<file path="src/hdl/rwps_cell.sv">
module rwps_cell #(
   parameter int IDX_W   = 8,
   parameter int CUM_W   = 40,
   parameter int FRAC_W  = 16,
   parameter int BIT_POS = 0
) (
   input  logic                    clock,
   input  logic                    reset,
   input  logic                    tok_in,
   input  logic [IDX_W-1:0]        prefix_in,
   input  logic [IDX_W:0]          count,
   input  logic [CUM_W-1:0]        rd_data,
   input  logic [CUM_W+FRAC_W:0]   product,
   output logic                    tok_out,
   output logic [IDX_W-1:0]        prefix_out,
   output logic [IDX_W-1:0]        probe_out
);

   // probe of this cell sits just below its own index bit
   localparam logic [IDX_W-1:0] OWN_MASK  = IDX_W'((1 << BIT_POS) - 1);
   localparam logic [IDX_W-1:0] NEXT_MASK = OWN_MASK >> 1;
   localparam logic [IDX_W-1:0] OWN_BIT   = IDX_W'(1 << BIT_POS);

   logic                    tok_ff;
   logic [IDX_W-1:0]        prefix_ff;
   logic [IDX_W-1:0]        probe;
   logic                    beyond;
   logic                    reaches;
   logic                    hit;

   always_ff @(posedge clock) begin
      if (reset) begin
         tok_ff <= 1'b0;
      end else begin
         tok_ff <= tok_in;
      end
   end

   always_ff @(posedge clock) begin
      prefix_ff <= prefix_in;
   end

   always_comb begin
      probe   = prefix_ff | OWN_MASK;
      // the last member and anything past it count as reached without a read
      beyond  = ({1'b0, probe} + (IDX_W+1)'(1)) >= count;
      reaches = {1'b0, rd_data, FRAC_W'(0)} >= product;
      hit     = beyond || reaches;
      prefix_out = hit ? prefix_ff : (prefix_ff | OWN_BIT);
      probe_out  = prefix_out | NEXT_MASK;
   end

   assign tok_out = tok_ff;

endmodule

</file>
<file path="config.mk">
export PLATFORM = sky130hd
export DESIGN_NAME = rwps_cell
export DESIGN_NICKNAME = d
export VERILOG_FILES = /design/src/hdl/rwps_cell.sv
export SDC_FILE = /design/constraint.sdc
export NUM_CORES = 1
export LEC_CHECK = 0
export BUFFER_PORTS_ARGS = -buffer_cell sky130_fd_sc_hd__buf_4
export CAP_MARGIN = 25
export CORE_MARGIN = 3
export CORE_UTILIZATION = 40
export CTS_CLUSTER_SIZE = 40
export DETAILED_ROUTE_END_ITERATION = 12
export PLACE_DENSITY = 0.9
export SYNTH_ARGS = -nofsm -noshare
export SYNTH_HDL_FRONTEND = slang
export SYNTH_SLANG_ARGS = --single-unit
</file>
<file path="constraint.sdc">
create_clock -name clock -period 3.4 [get_ports clock]
set_input_delay 0.34 -clock clock [delete_from_list [all_inputs] [get_ports clock]]
set_output_delay 0.34 -clock clock [all_outputs]
set_load 0.02 [all_outputs]
</file>
==> results.ini <==
[power_and_ir_drop]
p_sw_uw = 162.1
clockPowerShare_pct = 23.6
p_per_area_mw_per_mm2 = 192.1
p_seq_share_pct = 23.1
worst_ir_drop_vdd_uv = 222.9
p_sw_share_pct = 31.31
power_frac_comb_pct = 53.3
leakagePower_nw = 1.572
intPower_uw = 355.7

[finish]
layout-drive-gt1-share_pct = 41.04
fin_util_pct = 66.42
num_antenna_cells = 0
nNetsFinal = 514
area_growth_pct = 58.97
instances_no_fill = 396

[logic_synthesis]
synth_common_cells = 51 x inv_1, 50 x ha_1, 17 x a21oi_1, 17 x nand2_1, 15 x buf_4
synth_nets = 391
syn-instance-count = 224
ys_types = 34
ys_seq_area_share_pct = 10.63
synth-edff-count = 0
synth_area_mm2 = 0.001695
synthFlopType = dfxtp_1
synth_area_leader_cell = ha_1
yosysMostFrequentCell = inv_1
async_flop_share_pct = 0
synth_top_area_share_pct = 36.90
ys_ff_latch = 9
netlist_top_cells_area = ha_1 37%, inv_1 11%, dfxtp_1 11%
yosysWarnings = 0
syn_area_per_cell_um2 = 7.569

[die]
start_util_pct = 41.78
dieArea_mm2 = 0.005056
die_w_um = 71.11
chipHeight_um = 71.11
core.rowCount = 23
ios = 134
core_region_area_mm2 = 0.004058

[run_status]
status = finished, final reports clean

[cts]
tritoncts = built
ctsLongestPathBuffers = 2
holdBufCountCts = 0
clock-sinks = 9
h-tree-depth = 1
cts.clk_slew.worst_paths_ns = 0.04
cts_root_buf = clkbuf_8
cts_inserted_buffers = 3

[grt]
antenna_found_initial = 0
grt_max_degree = 7
grt_usage_pct = 18.42
grt_pass1_wl_mm = 7.721
grt_pass1_vias = 1947
grt_overflow_total = 0

[sta]
finalSetupViolCount = 0
tightest_slew_ns = 0.3430
period_share_pct = 93.14
final.min_clock_period_ns = 3.167
worst_slack_ns = 0.2333
max_freq_mhz = 315.8
hold_viol = 0
slew_viol_final = 0
holdWs_ns = 0.2057
slew-limit-headroom_pct = 76.92

[job]
drv_cap = 0

[placement]
port_buffers = 133
placedCellCount = 392
hpwl_mm = 4.406
gp_congestion = 0.8196
dp_slack_ns = 0.3404

[hold_path]
hold_path_depth = 1
hold_path.class = in -> reg
min_to = prefix_ff[3]$_DFF_P_
min_from = prefix_in[3]

[setup_path]
path_max_fanout = 5
critPathLaunchType = flop
crit_type = reg -> out
worst_setup_path_end_kind = primary output
crit_required_ns = 3.06
arrival_ns = 2.83

[routing]
routed_wl_mm = 4.812
drc = 0
viasPerCell = 4.816
wire_per_inst_um = 12.15
drtIter0Drc = 40
ant_nets = 0
vias = 1907
first_pass_iters = 4

==> how the worst max path moves through the flow <==
stage,start,end,depth (start not counted)
finish,prefix_ff[4]$_DFF_P_,probe_out[0],12
global route,prefix_ff[1]$_DFF_P_,prefix_out[0],12
CTS,prefix_ff[0]$_DFF_P_,probe_out[0],12
detailed placement,prefix_ff[0]$_DFF_P_,probe_out[0],12
global placement,prefix_ff[0]$_DFF_P_,prefix_out[0],12
floorplan,prefix_ff[0]$_DFF_P_,probe_out[0],12
==> logic make-up after synthesis <==
logic type	synth area share (%)
AO/OA/AOI/OAI	13.80
AND/OR/NAND/NOR	17.64
adder cells (fa/ha/maj)	36.90
XOR/XNOR	3.100
buffers and inverters	17.93
flip-flops	10.63
==> registers in the layout (all words and copies together), names as in the netlist <==
name,cells
tok_out,1
prefix_ff,8
==> stage by stage <==
step | TNS, ns | total power, mW | instance area, um2
global route | -0.01640 | 0.5652 | 2695
global placement | 0 | 0.3889 | 2644
finish | 0 | 0.5177 | 2695
floorplan | 0 | 0.2610 | 1695
CTS | 0 | 0.5248 | 2689
detailed placement | 0 | 0.3971 | 2644
==> area by class of cell <==
class / count / area (um2)
Clock buffer: 4 / 45.04
Fill cell: 319 / 1363
Inverter: 51 / 191.4
Multi-Input combinational cell: 149 / 1216
Sequential cell: 9 / 181.4
Tap cell: 50 / 62.56
Timing Repair Buffer: 133 / 998.5
==> placed cells by master, fill, tap and decap left out, drive strengths merged, types with 2 or more instances in the layout <==
| master | instances |
|---|---|
| xnor2 | 4 |
| buf | 133 |
| inv | 51 |
| a21oi | 17 |
| and4 | 2 |
| a221oi | 2 |
| nand4 | 5 |
| o21ai | 5 |
| nor3b | 2 |
| nand2 | 17 |
| dfxtp | 9 |
| and3 | 2 |
| nor4 | 4 |
| o31ai | 2 |
| nand3 | 7 |
| nor3 | 3 |
| xor2 | 2 |
| a211oi | 5 |
| ha | 50 |
| clkbuf | 4 |
| nor2 | 8 |
==> per-layer routing <==
layer	track usage [%]	vias to the layer above	routed length, um
met1	20.91	806	1813
met3	3.409	7	469
met4	6.263	0	79
met2	34.19	92	2450
met5	0	-	0
li1	-	1002	-
==> critical path, cell delays in order, from the launching register on <==
cell	delay, ns
dfxtp_1	0.40
and3_1	0.18
nand3_1	0.11
or2_2	0.33
xnor2_1	0.13
ha_1	0.28
nand2_1	0.08
o31ai_1	0.09
a21oi_1	0.12
o221ai_1	0.12
a31o_1	0.21
a211oi_2	0.33
buf_4	0.21
==> power by group through the flow <==
stage | Clock [mW] | Sequential [mW] | Combinational (mW)
floorplan | 0 | 0.120 | 0.141
global placement | 0 | 0.120 | 0.269
detailed placement | 0 | 0.121 | 0.276
CTS | 0.128 | 0.119 | 0.278
global route | 0.134 | 0.121 | 0.310
finish | 0.122 | 0.120 | 0.276
==> repair_timing <==
item                                    4_1_cts  5_1_grt
setup buffers                                 0        0
resized for setup                             0        2
endpoints found under the setup margin        0        2
No activity file was read; power rests on OpenSTA's default activity.
